<file path="src/hw/rtl/i2cmbe_pkg.sv">
// Types and constants of the I2C master bit engine.
`timescale 1ns / 1ps

package i2cmbe_pkg;

  // Running sequence; codes match the command codes that start them
  typedef enum logic [2:0] {
    OP_IDLE      = 3'd0,
    OP_START     = 3'd1,
    OP_STOP      = 3'd2,
    OP_WRITE     = 3'd3,
    OP_READ_ACK  = 3'd4,
    OP_READ_NACK = 3'd5,
    OP_WAIT      = 3'd6
  } op_t;

  localparam logic [2:0] CMD_TICK     = 3'd0;
  localparam logic [2:0] CMD_LAST     = 3'd6;
  localparam logic [7:0] LIMIT_RESET  = 8'd250;
  localparam logic [3:0] BITS_PER_BYTE = 4'd8;

  // One input item
  typedef struct packed {
    logic [2:0] cmd;
    logic [7:0] write_byte;
    logic       sda_in;
  } item_t;

  // One result item
  typedef struct packed {
    logic       scl_level;
    logic       sda_level;
    logic       sda_drive;
    logic       busy_res;
    logic       done_res;
    logic [7:0] read_byte;
    logic       ack_fail;
  } res_t;

endpackage

</file>
<file path="src/hw/rtl/i2c_master_bit_engine_core.sv">
// Each item is registered at the input; its result is registered at the output.
// Throughput: one item per clock unless stalled; one bus phase per tick item.
// An input register and the output register decouple the two channels.
// Reset (rst, synchronous): bus idle high, driving, sequence idle, limit 250.
// The configuration write is taken every cycle; no clearing pass is needed.
`timescale 1ns / 1ps

module i2c_master_bit_engine_core (
  input  logic       clk,
  input  logic       rst,
  // configuration
  input  logic       cfg_valid,
  output logic       cfg_ready,
  input  logic [7:0] cfg_data,
  // input items
  input  logic       in_valid,
  output logic       in_stall,
  input  logic [2:0] cmd,
  input  logic [7:0] write_byte,
  input  logic       sda_in,
  // result items
  output logic       out_valid,
  input  logic       out_stall,
  output logic       scl_level,
  output logic       sda_level,
  output logic       sda_drive,
  output logic       busy_res,
  output logic       done_res,
  output logic [7:0] read_byte,
  output logic       ack_fail
);

  logic [7:0]         ack_timeout_limit;
  i2cmbe_pkg::item_t  item_reg;
  logic               item_valid;
  i2cmbe_pkg::res_t   res_next;
  i2cmbe_pkg::res_t   res_reg;
  logic               out_free;
  logic               fire;

  assign cfg_ready = 1'b1;

  // Hold the timeout limit
  always_ff @(posedge clk) begin
    if (rst) begin
      ack_timeout_limit <= i2cmbe_pkg::LIMIT_RESET;
    end else if (cfg_valid && cfg_ready) begin
      ack_timeout_limit <= cfg_data;
    end
  end

  // Pipeline control: the output slot frees when empty or taken
  assign out_free = !out_valid || !out_stall;
  assign fire     = item_valid && out_free;
  assign in_stall = item_valid && !out_free;

  // Input register
  always_ff @(posedge clk) begin
    if (rst) begin
      item_valid <= 1'b0;
    end else if (!in_stall) begin
      item_valid <= in_valid;
    end
  end

  always_ff @(posedge clk) begin
    if (!in_stall && in_valid) begin
      item_reg.cmd        <= cmd;
      item_reg.write_byte <= write_byte;
      item_reg.sda_in     <= sda_in;
    end
  end

  i2cmbe_seq u_seq (
    .clk   (clk),
    .rst   (rst),
    .fire  (fire),
    .item  (item_reg),
    .limit (ack_timeout_limit),
    .res   (res_next)
  );

  // Output register
  always_ff @(posedge clk) begin
    if (rst) begin
      out_valid <= 1'b0;
    end else if (out_free) begin
      out_valid <= item_valid;
    end
  end

  always_ff @(posedge clk) begin
    if (fire) begin
      res_reg <= res_next;
    end
  end

  assign scl_level = res_reg.scl_level;
  assign sda_level = res_reg.sda_level;
  assign sda_drive = res_reg.sda_drive;
  assign busy_res  = res_reg.busy_res;
  assign done_res  = res_reg.done_res;
  assign read_byte = res_reg.read_byte;
  assign ack_fail  = res_reg.ack_fail;

endmodule

</file>
<file path="src/hw/rtl/i2cmbe_seq.sv">
// Phase sequencer of the I2C master bit engine: bus state and its update per item.
`timescale 1ns / 1ps

module i2cmbe_seq (
  input  logic               clk,
  input  logic               rst,
  input  logic               fire,
  input  i2cmbe_pkg::item_t  item,
  input  logic [7:0]         limit,
  output i2cmbe_pkg::res_t   res
);

  i2cmbe_pkg::op_t operation, operation_next;
  logic [1:0] phase, phase_next;
  logic [3:0] bit_count, bit_count_next;
  logic [7:0] shifter, shifter_next;
  logic [7:0] poll_count, poll_count_next;
  logic       scl_reg, scl_reg_next;
  logic       sda_reg, sda_reg_next;
  logic       sda_dir, sda_dir_next;
  logic       fail_flag, fail_flag_next;
  logic [7:0] rx_byte, rx_byte_next;
  logic       done;
  logic [3:0] bit_inc;
  logic [8:0] poll_inc;

  assign bit_inc  = bit_count + 4'd1;
  assign poll_inc = {1'b0, poll_count} + 9'd1;

  // Work out the state after this item
  always_comb begin
    operation_next  = operation;
    phase_next      = phase;
    bit_count_next  = bit_count;
    shifter_next    = shifter;
    poll_count_next = poll_count;
    scl_reg_next    = scl_reg;
    sda_reg_next    = sda_reg;
    sda_dir_next    = sda_dir;
    fail_flag_next  = fail_flag;
    rx_byte_next    = rx_byte;
    done            = 1'b0;

    if (item.cmd == i2cmbe_pkg::CMD_TICK) begin
      // advance the running sequence by one phase
      case (operation)
        i2cmbe_pkg::OP_START: begin
          if (phase == 2'd0) begin
            sda_reg_next = 1'b0;
            phase_next   = 2'd1;
          end else begin
            scl_reg_next   = 1'b0;
            operation_next = i2cmbe_pkg::OP_IDLE;
            phase_next     = 2'd0;
            done           = 1'b1;
          end
        end
        i2cmbe_pkg::OP_STOP: begin
          if (phase == 2'd0) begin
            scl_reg_next = 1'b1;
            phase_next   = 2'd1;
          end else begin
            sda_reg_next   = 1'b1;
            operation_next = i2cmbe_pkg::OP_IDLE;
            phase_next     = 2'd0;
            done           = 1'b1;
          end
        end
        i2cmbe_pkg::OP_WRITE: begin
          if (phase == 2'd0) begin
            sda_reg_next = shifter[7];
            shifter_next = {shifter[6:0], 1'b0};
            phase_next   = 2'd1;
          end else if (phase == 2'd1) begin
            scl_reg_next = 1'b1;
            phase_next   = 2'd2;
          end else begin
            scl_reg_next = 1'b0;
            phase_next   = 2'd0;
            if (bit_inc >= i2cmbe_pkg::BITS_PER_BYTE) begin
              operation_next = i2cmbe_pkg::OP_IDLE;
              bit_count_next = 4'd0;
              done           = 1'b1;
            end else begin
              bit_count_next = bit_inc;
            end
          end
        end
        i2cmbe_pkg::OP_READ_ACK, i2cmbe_pkg::OP_READ_NACK: begin
          if (bit_count < i2cmbe_pkg::BITS_PER_BYTE) begin
            // data bits: sample on the SCL rise
            if (phase == 2'd0) begin
              scl_reg_next = 1'b1;
              shifter_next = {shifter[6:0], item.sda_in};
              phase_next   = 2'd1;
            end else begin
              scl_reg_next   = 1'b0;
              phase_next     = 2'd0;
              bit_count_next = bit_inc;
            end
          end else if (phase == 2'd0) begin
            // drive the acknowledge bit
            sda_dir_next = 1'b1;
            sda_reg_next = (operation == i2cmbe_pkg::OP_READ_NACK);
            phase_next   = 2'd1;
          end else if (phase == 2'd1) begin
            scl_reg_next = 1'b1;
            phase_next   = 2'd2;
          end else begin
            scl_reg_next   = 1'b0;
            phase_next     = 2'd0;
            bit_count_next = 4'd0;
            rx_byte_next   = shifter;
            operation_next = i2cmbe_pkg::OP_IDLE;
            done           = 1'b1;
          end
        end
        i2cmbe_pkg::OP_WAIT: begin
          if (phase == 2'd0) begin
            scl_reg_next = 1'b1;
            phase_next   = 2'd1;
          end else if (!item.sda_in) begin
            scl_reg_next   = 1'b0;
            operation_next = i2cmbe_pkg::OP_IDLE;
            phase_next     = 2'd0;
            done           = 1'b1;
          end else if (poll_inc > {1'b0, limit}) begin
            // timed out: flag and turn into a STOP
            fail_flag_next = 1'b1;
            operation_next = i2cmbe_pkg::OP_STOP;
            phase_next     = 2'd0;
            sda_dir_next   = 1'b1;
            scl_reg_next   = 1'b0;
            sda_reg_next   = 1'b0;
          end else begin
            poll_count_next = poll_inc[7:0];
          end
        end
        default: begin
          // idle: a tick changes nothing
        end
      endcase
    end else if (item.cmd <= i2cmbe_pkg::CMD_LAST
                 && operation == i2cmbe_pkg::OP_IDLE) begin
      // take a new command and set the first line levels
      fail_flag_next = 1'b0;
      phase_next     = 2'd0;
      bit_count_next = 4'd0;
      operation_next = i2cmbe_pkg::op_t'(item.cmd);
      case (i2cmbe_pkg::op_t'(item.cmd))
        i2cmbe_pkg::OP_START: begin
          sda_dir_next = 1'b1;
          sda_reg_next = 1'b1;
          scl_reg_next = 1'b1;
        end
        i2cmbe_pkg::OP_STOP: begin
          sda_dir_next = 1'b1;
          scl_reg_next = 1'b0;
          sda_reg_next = 1'b0;
        end
        i2cmbe_pkg::OP_WRITE: begin
          sda_dir_next = 1'b1;
          scl_reg_next = 1'b0;
          shifter_next = item.write_byte;
        end
        i2cmbe_pkg::OP_READ_ACK, i2cmbe_pkg::OP_READ_NACK: begin
          sda_dir_next = 1'b0;
          scl_reg_next = 1'b0;
          shifter_next = 8'd0;
        end
        default: begin
          sda_dir_next    = 1'b0;
          sda_reg_next    = 1'b1;
          poll_count_next = 8'd0;
        end
      endcase
    end
  end

  // Hold the bus state, update on each transfer
  always_ff @(posedge clk) begin
    if (rst) begin
      operation  <= i2cmbe_pkg::OP_IDLE;
      phase      <= 2'd0;
      bit_count  <= 4'd0;
      shifter    <= 8'd0;
      poll_count <= 8'd0;
      scl_reg    <= 1'b1;
      sda_reg    <= 1'b1;
      sda_dir    <= 1'b1;
      fail_flag  <= 1'b0;
      rx_byte    <= 8'd0;
    end else if (fire) begin
      operation  <= operation_next;
      phase      <= phase_next;
      bit_count  <= bit_count_next;
      shifter    <= shifter_next;
      poll_count <= poll_count_next;
      scl_reg    <= scl_reg_next;
      sda_reg    <= sda_reg_next;
      sda_dir    <= sda_dir_next;
      fail_flag  <= fail_flag_next;
      rx_byte    <= rx_byte_next;
    end
  end

  // Result seen after this item
  always_comb begin
    res.scl_level = scl_reg_next;
    res.sda_level = sda_reg_next;
    res.sda_drive = sda_dir_next;
    res.busy_res  = (operation_next != i2cmbe_pkg::OP_IDLE);
    res.done_res  = done;
    res.read_byte = rx_byte_next;
    res.ack_fail  = fail_flag_next;
  end

endmodule

</file>
<file path="config.mk">
export PLATFORM = sky130hd
export DESIGN_NAME = i2c_master_bit_engine_core
export DESIGN_NICKNAME = d
export VERILOG_FILES = /design/src/hw/rtl/i2cmbe_pkg.sv /design/src/hw/rtl/i2c_master_bit_engine_core.sv /design/src/hw/rtl/i2cmbe_seq.sv
export SDC_FILE = /design/constraint.sdc
export NUM_CORES = 1
export LEC_CHECK = 0
export ABC_AREA = 1
export BUFFER_PORTS_ARGS = -buffer_cell sky130_fd_sc_hd__buf_2
export CAP_MARGIN = 20
export CORE_MARGIN = 2
export CORE_UTILIZATION = 45
export CTS_BUF_LIST = sky130_fd_sc_hd__clkbuf_8
export DETAILED_ROUTE_END_ITERATION = 8
export PLACE_DENSITY = 0.64
export SYNTH_ARGS = -nofsm -noshare
export SYNTH_HDL_FRONTEND = slang
export SYNTH_SLANG_ARGS = --single-unit
</file>
<file path="constraint.sdc">
create_clock -name clk -period 3.1 [get_ports clk]
set_input_delay 0.465 -clock clk [delete_from_list [all_inputs] [get_ports clk]]
set_output_delay 0.465 -clock clk [all_outputs]
set_load 0.03 [all_outputs]
</file>
[Word-level counts from Yosys, hierarchy flattened]
Cells that the tools add are included.
Word-level totals
  memory bits (read-only): 0
  word-level logic and storage cells: 184
  bits in registers: 73
  input port bits: 25
  output and inout bits: 17
  latch bits: 0
  memories: 0
  RAM bits: 0
Cells by class
  eq/ne operators: 27
  shift operators: 0
  mux-type cells: 102
  $lt $le $gt $ge: 4
  reduce and logical (&&, ||, !) cells: 26
  divide/modulo/power cells: 0
  bitwise gates (word level): 0
  add/sub/neg operators: 2
  $mul: 0
Operators by type and width (number)
  8-bit 2-to-1 mux: 17
  1-bit 2-to-1 mux: 45
  3-bit 2-to-1 mux: 12
  4-bit 2-to-1 mux: 9
  8-bit one-hot mux with 2 select lines: 2
  3-bit inequality test (second input constant): 7
  7-bit AND reduction: 3
  2-bit 2-to-1 mux: 8
  3-bit equality test (second input constant): 5
  3-bit by 2-bit equality test with 1-bit output (second input constant): 4
  3-bit one-hot mux with 4 select lines: 1
  5-bit inequality test (second input constant): 2
  1-bit one-hot mux with 5 select lines: 2
  8-bit by 1-bit adder with 9-bit output (second input constant): 1
  9-bit by 8-bit > comparator with 1-bit output: 1
  2-bit inequality test (second input constant): 4
  2-bit one-hot mux with 4 select lines: 1
  4-bit one-hot mux with 2 select lines: 1
  3-bit by 1-bit equality test with 1-bit output (second input constant): 2
  3-bit zero test: 2
  1-bit one-hot mux with 2 select lines: 3
  3-bit nonzero test: 2
  2-bit OR reduction: 3
  3-bit OR reduction: 2
  other kinds (16): 22

[Depth between registers and ports, before layout]
Gate-level depths: netlist of the first run.
  word-level depth: 8
  gate-level depth with buffers: 20
  mapped depth without buffers: 20

[Cells and area by module]
Synthesis of the first run repeated with hierarchy kept, for this count alone.
Second synthesis, totals
  cell total of the unflattened synthesis: 513
  area, all modules: 3857.4 um2
Modules (own cells, without submodules)
  i2cmbe_seq: cells each 438, seq. area each 740.7 um2, area each 2703.8 um2, times used 1
  i2c_master_bit_engine_core: cells each 75, seq. area each 980.9 um2, area each 1153.6 um2, times used 1

[Worst setup path before layout of the first run]
No wires, ideal clock.
  path type: flip-flop to flip-flop
  start point: register u_seq.poll_count[0]
  end point: register u_seq.poll_count[1]
  data arrival time: 2.078 ns
  cell stages (with the launch flop): 18
  path slack: 0.890 ns
  setup time: 0.132 ns
  path buffers: 0
  period minus slack after synthesis: 2.210 ns
  data required time: 2.968 ns
  cells stage by stage: dfxtp_1 ha_1 nand3_1 nor2_1 xor2_1 ha_1 nand2_1 nand2_1 nand2_1 nand2_1 nor2_1 nand2_1 nand2_1 nand2_2 nand2_1 nand2_1 nand2_1 a21oi_1
On the way
  word-level cells in the longest chain between the ends: 6
  elaborated cells between the ends (all ways): 9
  those cells by class: add/sub (1); order compare (1); eq/ne (1); mux (5); reduce/logical (1)
Ends and longest elaborated chain
  start, declared: line i2cmbe_seq.sv:17  | logic [7:0] poll_count, poll_count_next;
  start signal, assigned: line i2cmbe_seq.sv:198  | poll_count <= poll_count_next;
  8-bit by 1-bit adder with 9-bit output *: line i2cmbe_seq.sv:28  | assign poll_inc = {1'b0, poll_count} + 9'd1;
  parallel branches: the longest is 5 deep, another holds 9-bit by 8-bit > comparator with 1-bit output
Mark *: on every way between the ends. The select of a mux whose other input is x is not followed.
A chain may end at the register's enable or synchronous reset.

==> flow_results.xml, run 1 <==
<?xml version="1.0" encoding="UTF-8"?>
<metrics>
  <group name="worst_setup_path">
    <metric name="worstSetupStartpointType" unit="">flop</metric>
    <metric name="crit_path_max_incr_delay" unit="ns">0.42</metric>
    <metric name="cp.arrival" unit="ns">2.60</metric>
    <metric name="cp_slowest_cell" unit="">sky130_fd_sc_hd__dfxtp_1</metric>
    <metric name="crit_type" unit="">flop to flop</metric>
    <metric name="crit_chain" unit="">ha_1 &gt; nand3_1 &gt; xor2_1 &gt; ha_1 &gt; nand2_1 &gt; inv_1 &gt; nand2_1 &gt; nand3_1 &gt; nand2_1 &gt; nand2_1 &gt; nand3_1 &gt; nand2_1 &gt; nand3_1 &gt; nand2_1 &gt; nand2_1 &gt; nor2_1 &gt; nand2_1</metric>
    <metric name="cp_common_cell" unit="">sky130_fd_sc_hd__nand2_1</metric>
    <metric name="cp.required" unit="ns">3.19</metric>
    <metric name="crit_fanout" unit="">6</metric>
    <metric name="endpoint_kind" unit="">flop</metric>
    <metric name="reg2regPathDepth" unit="">17</metric>
  </group>
  <group name="synth">
    <metric name="synth.cell_area" unit="mm2">0.00379</metric>
    <metric name="syn_inst_count" unit="">492</metric>
    <metric name="ys_ff_latch" unit="">73</metric>
    <metric name="post_synthesis_average_cell_area" unit="um2">7.71</metric>
    <metric name="synth_seq_area_share" unit="%">45.4</metric>
    <metric name="postSynthNetCount" unit="">530</metric>
    <metric name="synth-warning-count" unit="">0</metric>
    <metric name="synthDistinctLibCells" unit="">40</metric>
  </group>
  <group name="grt">
    <metric name="grt_pass1_vias" unit="">2946</metric>
    <metric name="grt_pass1_wl" unit="um">13700</metric>
    <metric name="grt_usage" unit="%">19.4</metric>
    <metric name="overflow" unit="">0</metric>
    <metric name="antenna_found_initial" unit="">0</metric>
    <metric name="maximum_number_of_pins_on_one_net_before_global_route_repair" unit="">33</metric>
  </group>
  <group name="sta">
    <metric name="finalCritPeriodShare" unit="%">80.7</metric>
    <metric name="highest_clock_rate" unit="MHz">400</metric>
    <metric name="finalSetupViolations" unit="">0</metric>
    <metric name="whs" unit="ns">0.281</metric>
    <metric name="worst_slack" unit="ns">0.597</metric>
    <metric name="timing_hold_violations_final" unit="">0</metric>
    <metric name="period_needed" unit="ns">2.50</metric>
    <metric name="final_max_slew_viol_count" unit="">0</metric>
    <metric name="finalClockSkew" unit="ns">0.00892</metric>
    <metric name="setup_repair_after_global_routing_missed_its_margin" unit="">false</metric>
    <metric name="timing.setup.tns" unit="ns">0</metric>
  </group>
  <group name="pwr">
    <metric name="vdd_drop_max" unit="mV">0.254</metric>
    <metric name="internal_power" unit="mW">1.55</metric>
    <metric name="p_comb_share" unit="%">13.5</metric>
    <metric name="cellPowerDensity" unit="mW/mm2">505</metric>
    <metric name="clkPwrFrac" unit="%">36.5</metric>
    <metric name="switching_share" unit="%">28.5</metric>
    <metric name="p_switching" unit="mW">0.616</metric>
    <metric name="p_total" unit="mW">2.16</metric>
    <metric name="sequentialPowerShare" unit="%">50.0</metric>
    <metric name="leakagePower" unit="nW">1.94</metric>
  </group>
  <group name="clock_tree">
    <metric name="cts_htree_levels" unit="">3</metric>
    <metric name="cts_repair_resize_count" unit="">0</metric>
    <metric name="tritoncts_clock_tree" unit="">built</metric>
    <metric name="post_cts.repair.setup_buffers" unit="">0</metric>
    <metric name="number_of_sinks_on_the_clock_net" unit="">73</metric>
    <metric name="cts.reportedPaths.clkPinSlew" unit="ns">0.09</metric>
    <metric name="cts_hold_repair.buffers" unit="">0</metric>
    <metric name="cts.root.buffer_cell" unit="">sky130_fd_sc_hd__clkbuf_8</metric>
    <metric name="cts_buffers" unit="">9</metric>
    <metric name="worstSkewPairLatency" unit="ns">0.35</metric>
    <metric name="cts_max_path_buffers" unit="">2</metric>
  </group>
  <group name="routing">
    <metric name="ant_nets" unit="">0</metric>
    <metric name="final_routed_drc_violation_total" unit="">0</metric>
    <metric name="routed_wire_length_per_instance" unit="um">12.8</metric>
    <metric name="post_drt_via_cell_ratio" unit="">5.17</metric>
    <metric name="detail_route.wirelength" unit="um">8200</metric>
    <metric name="dr_total_vias" unit="">3308</metric>
    <metric name="firstDrtPassIters" unit="">4</metric>
    <metric name="first_iter_violations" unit="">171</metric>
  </group>
  <group name="placed_design">
    <metric name="gp_routability_congestion" unit="">0.912</metric>
    <metric name="dp_worst_setup_slack" unit="ns">0.617</metric>
    <metric name="detailed_place_hpwl" unit="um">5910</metric>
    <metric name="port-buffer-count" unit="">40</metric>
  </group>
  <group name="floorplan">
    <metric name="top_level_ports" unit="">42</metric>
    <metric name="rows" unit="">33</metric>
    <metric name="floorplan.die.width" unit="um">95.8</metric>
    <metric name="die_area" unit="mm2">0.00918</metric>
    <metric name="core_area" unit="mm2">0.00818</metric>
    <metric name="chipHeight" unit="um">95.8</metric>
    <metric name="starting_utilization_of_the_core_area" unit="%">46.4</metric>
  </group>
  <group name="final_layout">
    <metric name="final_core_util" unit="%">52.4</metric>
    <metric name="synthToLayoutAreaGrowth" unit="%">12.9</metric>
    <metric name="post_route_cells_drive_above_1_share" unit="%">16.1</metric>
    <metric name="fillerInstances" unit="">811</metric>
    <metric name="insertedDiodeCount" unit="">0</metric>
    <metric name="flip_flop_count_of_the_largest_register_after_layout" unit="">12</metric>
    <metric name="final_net_count" unit="">568</metric>
  </group>
  <group name="worst_hold_path">
    <metric name="hold_depth" unit="">1</metric>
    <metric name="min_path_type" unit="">primary input to flop</metric>
  </group>
  <group name="run">
    <metric name="max_cap_violations" unit="">0</metric>
  </group>
  <group name="run_status">
    <metric name="outcome" unit="">complete, no violations</metric>
  </group>
</metrics>
==> final timing paths <==
path | start | to | slack [ns]
worst max register to register | u_seq.poll_count[0]$_SDFFE_PP0P_ | busy_res$_DFFE_PP_ | 0.60
worst min register to register | u_seq.sda_dir$_SDFFE_PP1P_ | u_seq.sda_dir$_SDFFE_PP1P_ | 0.47
worst max-delay path | u_seq.poll_count[0]$_SDFFE_PP0P_ | busy_res$_DFFE_PP_ | 0.60
worst min-delay path | write_byte[7] | item_reg[8]$_DFFE_PP_ | 0.28
==> metal layers <==
layer | GRT usage, % | vias to the layer above | wire (um)
met2 | 29.4 | 84 | 3570
met5 | 0 | - | 0
li1 | - | 1709 | -
met3 | 3.76 | 9 | 446
met4 | 5.95 | 0 | 105
met1 | 27.9 | 1506 | 4080
==> synth_stat cells (all sizes together) <==
cell type	count	share of area, %
ha	13	4.3
a211oi	1	0.20
xor2	4	0.92
nor4	2	0.33
xnor2	2	0.46
buf	6	1.1
inv	62	6.1
clkinv	1	0.13
dfxtp	47	25
clkbuf	11	1.1
o2111ai	1	0.23
o21a	1	0.20
o31ai	1	0.20
a21oi	42	5.7
o32ai	1	0.23
a31oi	3	0.49
o21ai	63	8.3
nand2	104	11
nand4	3	0.49
a21boi	1	0.49
o211ai	2	0.40
o32a	1	0.26
nor2	53	6.0
nor3	14	2.2
nand3	25	3.6
conb	1	0.099
nand3b	1	0.20
edfxtp	26	21
==> critical path, delay by kind of cell (launching register included) <==
kind / cells / cell delay (ns)
xor gates and xnor gates: 1 / 0.20
buffers and inverters: 1 / 0.09
adders and majority gates: 2 / 0.52
and+or+nand+nor: 13 / 1.03
DFF: 1 / 0.42
==> kinds of logic after synthesis <==
family | count (synthesis) | synth area share [%]
buffers and inverters | 80 | 8.48
AND/OR/NAND/NOR | 202 | 23.6
AO/OA/AOI/OAI | 117 | 16.8
other | 1 | 0.0988
adder cells (fa/ha/maj) | 13 | 4.29
XOR/XNOR | 6 | 1.39
flip-flops | 73 | 45.4
==> power groups by stage <==
stage	clock, mW	sequential, mW	combinational, mW
detailed placement	0	1.10	0.292
finish	0.789	1.08	0.293
global route	0.840	1.09	0.333
floorplan	0	1.12	0.201
global placement	0	1.10	0.288
CTS	0.805	1.08	0.294
==> stage by stage <==
stage | cell area, um2 | std cells
floorplan | 3790 | 492
global placement | 4070 | 624
detailed placement | 4070 | 624
CTS | 4280 | 640
global route | 4280 | 640
finish | 4280 | 640
==> cell type report <==
class	instances	area, um2	area share (%)
clock buffers	10	138	3.21
clock inverters	6	75.1	1.75
inverters	63	238	5.55
multi-input cells	339	1750	40.9
flip-flops and latches	73	1720	40.2
well taps	105	131	3.07
repair buffers	44	230	5.37
==> placed cells by master, fill, tap and decap left out, types with 4 or more instances in the layout <==
master,count
sky130_fd_sc_hd__o21ai_1,9
sky130_fd_sc_hd__edfxtp_1,26
sky130_fd_sc_hd__nor3_1,11
sky130_fd_sc_hd__a21oi_1,40
sky130_fd_sc_hd__nand3_1,23
sky130_fd_sc_hd__clkbuf_8,10
sky130_fd_sc_hd__inv_1,56
sky130_fd_sc_hd__buf_4,4
sky130_fd_sc_hd__buf_2,40
sky130_fd_sc_hd__xor2_1,4
sky130_fd_sc_hd__nand2_1,98
sky130_fd_sc_hd__nor2_1,48
sky130_fd_sc_hd__nand2_2,5
sky130_fd_sc_hd__inv_2,6
sky130_fd_sc_hd__ha_1,13
sky130_fd_sc_hd__dfxtp_1,47
sky130_fd_sc_hd__o21ai_0,54
Note: power is estimated with default switching activity, not from simulation.
==> run 2: changes to the inputs <==
- PLACE_DENSITY: 0.64 -> 0.66
- clock period: 3.1 -> 2.1 ns (I/O delays scaled with it)
==> run 2 against run 1 <==
The run now ends with negative setup slack left. Sequential power rose by 47%. Worst setup slack got worse by 0.83 ns. Non-clock buffer count rose by 28. Count of clock-buffer cells in the layout fell by 1. Critical path depth fell by 3. Register-to-register slack got worse by 0.83 ns. Clock skew rose by 0.0063 ns. Clock power rose by 34%. Flip-flop and latch count did not move. Fmax rose by 7.3%. Sequential share of layout area fell by 3.2 points. Final cell count rose by 4.4%. Largest cell class unchanged.
==> flow_results.xml, run 2 (synthesis gave the netlist of run 1 again) <==
<?xml version="1.0" encoding="UTF-8"?>
<metrics>
  <group name="run_status">
    <metric name="outcome" unit="">finished, violations left</metric>
    <metric name="failed_checks" unit="">negative setup slack</metric>
  </group>
  <group name="grt">
    <metric name="grt_pass1_vias" unit="">3081</metric>
    <metric name="maximum_number_of_pins_on_one_net_before_global_route_repair" unit="">31</metric>
    <metric name="overflow" unit="">0</metric>
    <metric name="antenna_found_initial" unit="">0</metric>
    <metric name="grt_usage" unit="%">20.5</metric>
    <metric name="grt_pass1_wl" unit="um">14500</metric>
  </group>
  <group name="sta">
    <metric name="setup_repair_after_global_routing_missed_its_margin" unit="">true</metric>
    <metric name="finalClockSkew" unit="ns">0.0153</metric>
    <metric name="finalSetupViolations" unit="">20</metric>
    <metric name="worst_slack" unit="ns">-0.232</metric>
    <metric name="tightestPinTransition" unit="ns">0.563</metric>
    <metric name="relSlewSlack" unit="%">62.4</metric>
    <metric name="finalCritPeriodShare" unit="%">111</metric>
    <metric name="timing.setup.tns" unit="ns">-3.62</metric>
    <metric name="highest_clock_rate" unit="MHz">429</metric>
    <metric name="period_needed" unit="ns">2.33</metric>
    <metric name="final_max_slew_viol_count" unit="">0</metric>
    <metric name="timing_hold_violations_final" unit="">0</metric>
  </group>
  <group name="clock_tree">
    <metric name="number_of_sinks_on_the_clock_net" unit="">73</metric>
    <metric name="cts_htree_levels" unit="">3</metric>
    <metric name="tritoncts_clock_tree" unit="">built</metric>
    <metric name="cts_buffers" unit="">9</metric>
    <metric name="cts.reportedPaths.clkPinSlew" unit="ns">0.08</metric>
    <metric name="cts.root.buffer_cell" unit="">sky130_fd_sc_hd__clkbuf_8</metric>
    <metric name="cts_hold_repair.buffers" unit="">0</metric>
    <metric name="cts_max_path_buffers" unit="">2</metric>
    <metric name="worstSkewPairLatency" unit="ns">0.37</metric>
  </group>
  <group name="floorplan">
    <metric name="die_area" unit="mm2">0.00918</metric>
    <metric name="top_level_ports" unit="">42</metric>
    <metric name="chipHeight" unit="um">95.8</metric>
    <metric name="floorplan.die.width" unit="um">95.8</metric>
    <metric name="starting_utilization_of_the_core_area" unit="%">46.4</metric>
    <metric name="core_area" unit="mm2">0.00818</metric>
    <metric name="rows" unit="">33</metric>
  </group>
  <group name="final_layout">
    <metric name="flip_flop_count_of_the_largest_register_after_layout" unit="">12</metric>
    <metric name="most_frequent_standard_cell_in_the_layout_excluding_fill_and_tap_cells" unit="">sky130_fd_sc_hd__nand2_1</metric>
    <metric name="layout.cells.most_common_list" unit="">sky130_fd_sc_hd__nand2_1, sky130_fd_sc_hd__inv_1, sky130_fd_sc_hd__o21ai_0</metric>
    <metric name="synthToLayoutAreaGrowth" unit="%">23.5</metric>
    <metric name="layout.cell_area.non_filler" unit="mm2">0.00469</metric>
    <metric name="post_route_cells_drive_above_1_share" unit="%">27.7</metric>
    <metric name="insertedDiodeCount" unit="">0</metric>
    <metric name="final_net_count" unit="">596</metric>
  </group>
  <group name="routing">
    <metric name="detail_route.wirelength" unit="um">8930</metric>
    <metric name="routed_wire_length_per_instance" unit="um">13.4</metric>
    <metric name="final_routed_drc_violation_total" unit="">0</metric>
    <metric name="dr_total_vias" unit="">3408</metric>
    <metric name="ant_nets" unit="">0</metric>
    <metric name="firstDrtPassIters" unit="">4</metric>
    <metric name="post_drt_via_cell_ratio" unit="">5.10</metric>
    <metric name="first_iter_violations" unit="">201</metric>
  </group>
  <group name="worst_setup_path">
    <metric name="crit_type" unit="">flop to flop</metric>
    <metric name="cp.arrival" unit="ns">2.63</metric>
    <metric name="crit_path_max_incr_delay" unit="ns">0.38</metric>
    <metric name="crit_fanout" unit="">4</metric>
    <metric name="cp_common_cell" unit="">sky130_fd_sc_hd__nand3_2</metric>
    <metric name="crit_chain" unit="">nand4_1 &gt; nor2_2 &gt; nand3_2 &gt; xnor2_2 &gt; ha_1 &gt; nand3_2 &gt; nor3_2 &gt; nand3_2 &gt; nand2_2 &gt; nand2_4 &gt; nor2_4 &gt; buf_6 &gt; nand2_2 &gt; a21oi_2</metric>
    <metric name="worstReg2RegStart" unit="">u_seq.poll_count[0]$_SDFFE_PP0P_</metric>
    <metric name="cp_slowest_cell" unit="">sky130_fd_sc_hd__dfxtp_4</metric>
    <metric name="cp.required" unit="ns">2.40</metric>
    <metric name="endpoint_kind" unit="">flop</metric>
    <metric name="r2r_setup_slack" unit="ns">-0.23</metric>
    <metric name="reg2regPathDepth" unit="">14</metric>
    <metric name="worst_r2r_endpoint" unit="">u_seq.poll_count[2]$_SDFFE_PP0P_</metric>
    <metric name="worstSetupStartpointType" unit="">flop</metric>
    <metric name="crit_path_start" unit="">u_seq.poll_count[0]$_SDFFE_PP0P_</metric>
  </group>
  <group name="placed_design">
    <metric name="gp_routability_congestion" unit="">0.922</metric>
    <metric name="port-buffer-count" unit="">40</metric>
    <metric name="detailed_place_hpwl" unit="um">6360</metric>
    <metric name="placed_area" unit="mm2">0.00425</metric>
  </group>
  <group name="pwr">
    <metric name="cellPowerDensity" unit="mW/mm2">668</metric>
    <metric name="vdd_drop_max" unit="mV">0.325</metric>
    <metric name="leakagePower" unit="nW">2.14</metric>
  </group>
  <group name="worst_hold_path">
    <metric name="holdCritStartpoint" unit="">cmd[1]</metric>
    <metric name="hold_end" unit="">item_reg[10]$_DFFE_PP_</metric>
    <metric name="min_path_type" unit="">primary input to flop</metric>
    <metric name="hold_depth" unit="">1</metric>
  </group>
  <group name="run">
    <metric name="max_cap_violations" unit="">0</metric>
  </group>
</metrics>
[run 2: worst max path at each step]
stage | endpoint
floorplan | busy_res$_DFFE_PP_
global placement | u_seq.poll_count[0]$_SDFFE_PP0P_
detailed placement | busy_res$_DFFE_PP_
CTS | u_seq.poll_count[6]$_SDFFE_PP0P_
global route | u_seq.poll_count[2]$_SDFFE_PP0P_
finish | u_seq.poll_count[2]$_SDFFE_PP0P_
[run 2: metrics by stage]
step                hold WS, ns  cells  power [mW]  util [%]  setup slack, ns
global placement          0.449    644        2.07      51.9           -0.205
CTS                       0.117    667        3.14      56.0           -0.160
finish                    0.129    668        3.13      57.3           -0.232
floorplan                 0.414    492        1.94         -          0.00905
global route              0.121    668        3.27      57.3           -0.407
detailed placement        0.459    644        2.08      51.9           -0.222
[run 2: area by class of cell]
class	instances	area, um2
Fill cell	794	3490
Multi-Input combinational cell	339	1930
Sequential cell	73	1730
Timing Repair Buffer	72	460
Inverter	63	238
Tap cell	105	131
Clock buffer	9	124
Clock inverter	7	65.1
[run 2: routing by layer]
layer	up-vias	global-route usage (%)	part of all wire (%)
met5	-	0	0
met4	0	7.02	1.9
met3	14	4.54	4.6
met2	77	33.0	47
met1	1552	27.4	47
li1	1765	-	-
[run 2: critical path: cells and delay by family (launching register included)]
kind	cells	cell delay [ns]
AND/OR/NAND/NOR	10	1.15
XOR/XNOR	1	0.16
AO/OA/AOI/OAI	1	0.12
flip-flops	1	0.38
adder cells (fa/ha/maj)	1	0.32
buffers and inverters	1	0.15
[run 2: where the power goes]
group / switching (mW) / leakage, nW / internal (mW) / total, mW
clock network: 0.525 / 0.106 / 0.539 / 1.06
registers: 0.0474 / 0.638 / 1.54 / 1.59
logic: 0.312 / 1.40 / 0.164 / 0.477
total: 0.884 / 2.14 / 2.25 / 3.13
[run 2: timing repair]
action	4_1_cts	5_1_grt
gates cloned	0	0
gates resized for setup	28	23
buffers inserted	7	1
pin swaps	5	25
endpoints found under the setup margin	20	28
endpoints found under the hold margin	0	0
==> run 3: changes to the inputs <==
- GPL_TIMING_DRIVEN: unset -> 0
==> run 3 against run 2 <==
The flow still finishes with violations (negative setup slack). Power increased by 1.4%. Non-clock buffer count decreased by 5. Cell area decreased by 2.0%.
==> flow_results.xml, run 3 (synthesis gave the netlist of run 1 again) <==
<?xml version="1.0" encoding="UTF-8"?>
<metrics>
  <group name="clock_tree">
    <metric name="cts.reportedPaths.clkPinSlew" unit="ns">0.08</metric>
    <metric name="cts_htree_levels" unit="">3</metric>
    <metric name="cts_buffers" unit="">9</metric>
    <metric name="worstSkewPairLatency" unit="ns">0.35</metric>
    <metric name="cts_hold_repair.buffers" unit="">0</metric>
    <metric name="cts_max_path_buffers" unit="">2</metric>
    <metric name="tritoncts_clock_tree" unit="">built</metric>
    <metric name="number_of_sinks_on_the_clock_net" unit="">73</metric>
    <metric name="cts.root.buffer_cell" unit="">sky130_fd_sc_hd__clkbuf_8</metric>
  </group>
  <group name="worst_hold_path">
    <metric name="min_path_type" unit="">primary input to flop</metric>
    <metric name="hold_depth" unit="">1</metric>
    <metric name="hold_end" unit="">item_reg[11]$_DFFE_PP_</metric>
    <metric name="holdCritStartpoint" unit="">cmd[2]</metric>
  </group>
  <group name="sta">
    <metric name="relSlewSlack" unit="%">61.8</metric>
    <metric name="timing.setup.tns" unit="ns">-4.12</metric>
    <metric name="worst_slack" unit="ns">-0.278</metric>
    <metric name="highest_clock_rate" unit="MHz">421</metric>
    <metric name="finalClockSkew" unit="ns">0.0129</metric>
    <metric name="finalSetupViolations" unit="">20</metric>
    <metric name="timing_hold_violations_final" unit="">0</metric>
    <metric name="tightestPinTransition" unit="ns">0.574</metric>
    <metric name="period_needed" unit="ns">2.38</metric>
    <metric name="final_max_slew_viol_count" unit="">0</metric>
    <metric name="setup_repair_after_global_routing_missed_its_margin" unit="">true</metric>
    <metric name="finalCritPeriodShare" unit="%">113</metric>
  </group>
  <group name="floorplan">
    <metric name="chipHeight" unit="um">95.8</metric>
    <metric name="rows" unit="">33</metric>
    <metric name="floorplan.die.width" unit="um">95.8</metric>
    <metric name="die_area" unit="mm2">0.00918</metric>
    <metric name="top_level_ports" unit="">42</metric>
    <metric name="starting_utilization_of_the_core_area" unit="%">46.4</metric>
    <metric name="core_area" unit="mm2">0.00818</metric>
  </group>
  <group name="worst_setup_path">
    <metric name="worst_r2r_endpoint" unit="">busy_res$_DFFE_PP_</metric>
    <metric name="crit_fanout" unit="">4</metric>
    <metric name="cp_common_cell" unit="">sky130_fd_sc_hd__nand2_1</metric>
    <metric name="worstReg2RegStart" unit="">u_seq.poll_count[0]$_SDFFE_PP0P_</metric>
    <metric name="endpoint_kind" unit="">flop</metric>
    <metric name="reg2regPathDepth" unit="">17</metric>
    <metric name="r2r_setup_slack" unit="ns">-0.28</metric>
    <metric name="worstSetupStartpointType" unit="">flop</metric>
    <metric name="cp.required" unit="ns">2.19</metric>
    <metric name="crit_chain" unit="">ha_4 &gt; buf_4 &gt; xor2_1 &gt; ha_1 &gt; nand2_2 &gt; nor2_2 &gt; nand2_1 &gt; nand3_1 &gt; nand2_1 &gt; nand2_2 &gt; nand3_2 &gt; nand2_1 &gt; nand3_1 &gt; nand2_1 &gt; nand2_1 &gt; nor2_1 &gt; nand2_1</metric>
    <metric name="cp_slowest_cell" unit="">sky130_fd_sc_hd__dfxtp_4</metric>
    <metric name="cp.arrival" unit="ns">2.47</metric>
    <metric name="crit_type" unit="">flop to flop</metric>
    <metric name="crit_path_max_incr_delay" unit="ns">0.37</metric>
  </group>
  <group name="final_layout">
    <metric name="final_core_util" unit="%">56.2</metric>
    <metric name="layout.cell_area.non_filler" unit="mm2">0.00459</metric>
    <metric name="multiInputGateArea" unit="mm2">0.00191</metric>
    <metric name="post_route_cells_drive_above_1_share" unit="%">23.8</metric>
    <metric name="most_frequent_standard_cell_in_the_layout_excluding_fill_and_tap_cells" unit="">sky130_fd_sc_hd__nand2_1</metric>
    <metric name="insertedDiodeCount" unit="">0</metric>
    <metric name="fillerInstances" unit="">768</metric>
    <metric name="layout.cells.most_common_list" unit="">sky130_fd_sc_hd__nand2_1, sky130_fd_sc_hd__inv_1, sky130_fd_sc_hd__o21ai_0</metric>
    <metric name="synthToLayoutAreaGrowth" unit="%">21.1</metric>
    <metric name="number_of_cells_in_the_finished_layout_apart_from_fillers" unit="">663</metric>
    <metric name="final-seq-area" unit="mm2">0.00174</metric>
    <metric name="final_net_count" unit="">591</metric>
    <metric name="flip_flop_count_of_the_largest_register_after_layout" unit="">12</metric>
  </group>
  <group name="placed_design">
    <metric name="dp_worst_setup_slack" unit="ns">-0.309</metric>
    <metric name="detailed_place_hpwl" unit="um">6630</metric>
    <metric name="placed_area" unit="mm2">0.00416</metric>
    <metric name="post-place-cells" unit="">637</metric>
    <metric name="port-buffer-count" unit="">39</metric>
    <metric name="gp_routability_congestion" unit="">0.875</metric>
  </group>
  <group name="grt">
    <metric name="busiest_layer" unit="">met2</metric>
    <metric name="grt_pass1_vias" unit="">3110</metric>
    <metric name="groute.layer.met2.usage" unit="%">33.8</metric>
    <metric name="grt.met1_usage" unit="%">27.3</metric>
    <metric name="overflow" unit="">0</metric>
    <metric name="grt_pass1_wl" unit="um">14700</metric>
    <metric name="maximum_number_of_pins_on_one_net_before_global_route_repair" unit="">21</metric>
    <metric name="antenna_found_initial" unit="">0</metric>
    <metric name="gr-usage-met3" unit="%">3.68</metric>
    <metric name="grt_usage" unit="%">20.7</metric>
  </group>
  <group name="pwr">
    <metric name="internal_power" unit="mW">2.26</metric>
    <metric name="p_switching" unit="mW">0.919</metric>
    <metric name="leakagePower" unit="nW">2.06</metric>
    <metric name="cellPowerDensity" unit="mW/mm2">691</metric>
    <metric name="switching_share" unit="%">28.9</metric>
    <metric name="sequentialPowerShare" unit="%">50.0</metric>
    <metric name="p_comb_share" unit="%">15.6</metric>
    <metric name="clkPwrFrac" unit="%">34.5</metric>
    <metric name="vdd_drop_max" unit="mV">0.347</metric>
  </group>
  <group name="run_status">
    <metric name="outcome" unit="">finished, violations left</metric>
    <metric name="failed_checks" unit="">negative setup slack</metric>
  </group>
  <group name="routing">
    <metric name="detail_route.wirelength" unit="um">9250</metric>
    <metric name="firstDrtPassIters" unit="">5</metric>
    <metric name="post_drt_via_cell_ratio" unit="">5.22</metric>
    <metric name="first_iter_violations" unit="">243</metric>
    <metric name="dr_total_vias" unit="">3463</metric>
    <metric name="ant_nets" unit="">0</metric>
    <metric name="routed_wire_length_per_instance" unit="um">13.9</metric>
    <metric name="final_routed_drc_violation_total" unit="">0</metric>
  </group>
  <group name="run">
    <metric name="max_cap_violations" unit="">0</metric>
  </group>
</metrics>
-- run 3: final cells by class --
type | instances | area share, %
multi-input cells | 339 | 41.5
inverters | 63 | 5.20
flip-flops and latches | 73 | 37.8
clock inverters | 7 | 1.55
repair buffers | 51 | 6.54
clock buffers | 9 | 2.70
plain buffers | 16 | 1.80
well taps | 105 | 2.86
-- run 3: per-stage QoR --
stage	hold slack, ns	power, mW
floorplan	0.414	1.94
finish	0.132	3.17
detailed placement	0.460	2.08
global placement	0.457	2.06
global route	0.121	3.32
CTS	0.124	3.17
-- run 3: critical path: cells and delay by family (launching register included) --
| kind | cells | cell delay, ns |
|---|---|---|
| flops | 1 | 0.37 |
| simple gates | 13 | 0.96 |
| fa+ha+maj | 2 | 0.49 |
| xor+xnor | 1 | 0.15 |
| buf+inv | 1 | 0.13 |
-- run 3: how the worst max path moves through the flow --
stage,from,slack [ns],cells past startpoint,endpoint
6_report,u_seq.poll_count[0]$_SDFFE_PP0P_,-0.28,17,busy_res$_DFFE_PP_
3_5_place_dp,u_seq.poll_count[2]$_SDFFE_PP0P_,-0.31,12,sda_drive$_DFFE_PP_
5_1_grt,u_seq.poll_count[0]$_SDFFE_PP0P_,-0.49,13,u_seq.poll_count[7]$_SDFFE_PP0P_
4_1_cts,u_seq.poll_count[0]$_SDFFE_PP0P_,-0.27,15,sda_drive$_DFFE_PP_
2_1_floorplan,u_seq.poll_count[1]$_SDFFE_PP0P_,0.009,15,busy_res$_DFFE_PP_
3_3_place_gp,u_seq.poll_count[2]$_SDFFE_PP0P_,-0.27,15,busy_res$_DFFE_PP_
-- run 3: layer usage --
layer / vias to the layer above / share of wire, %
li1: 1755 / -
met1: 1584 / 47
met2: 108 / 47
met3: 16 / 4.8
met4: 0 / 2.0
met5: - / 0
-- run 3: timing repair --
action                     in CTS  in global routing
pin swaps                      12                 13
buffers inserted                3                  7
resized for setup              13                 33
setup endpoints to repair      20                 35
gates cloned                    0                  1
-- run 3: power groups by stage --
stage | Sequential (mW) | Combinational (mW) | Clock, mW
after floorplan | 1.65 | 0.297 | 0
after global placement | 1.62 | 0.444 | 0
after detailed placement | 1.62 | 0.454 | 0
after CTS | 1.59 | 0.460 | 1.12
after global routing | 1.59 | 0.551 | 1.18
final | 1.59 | 0.494 | 1.09
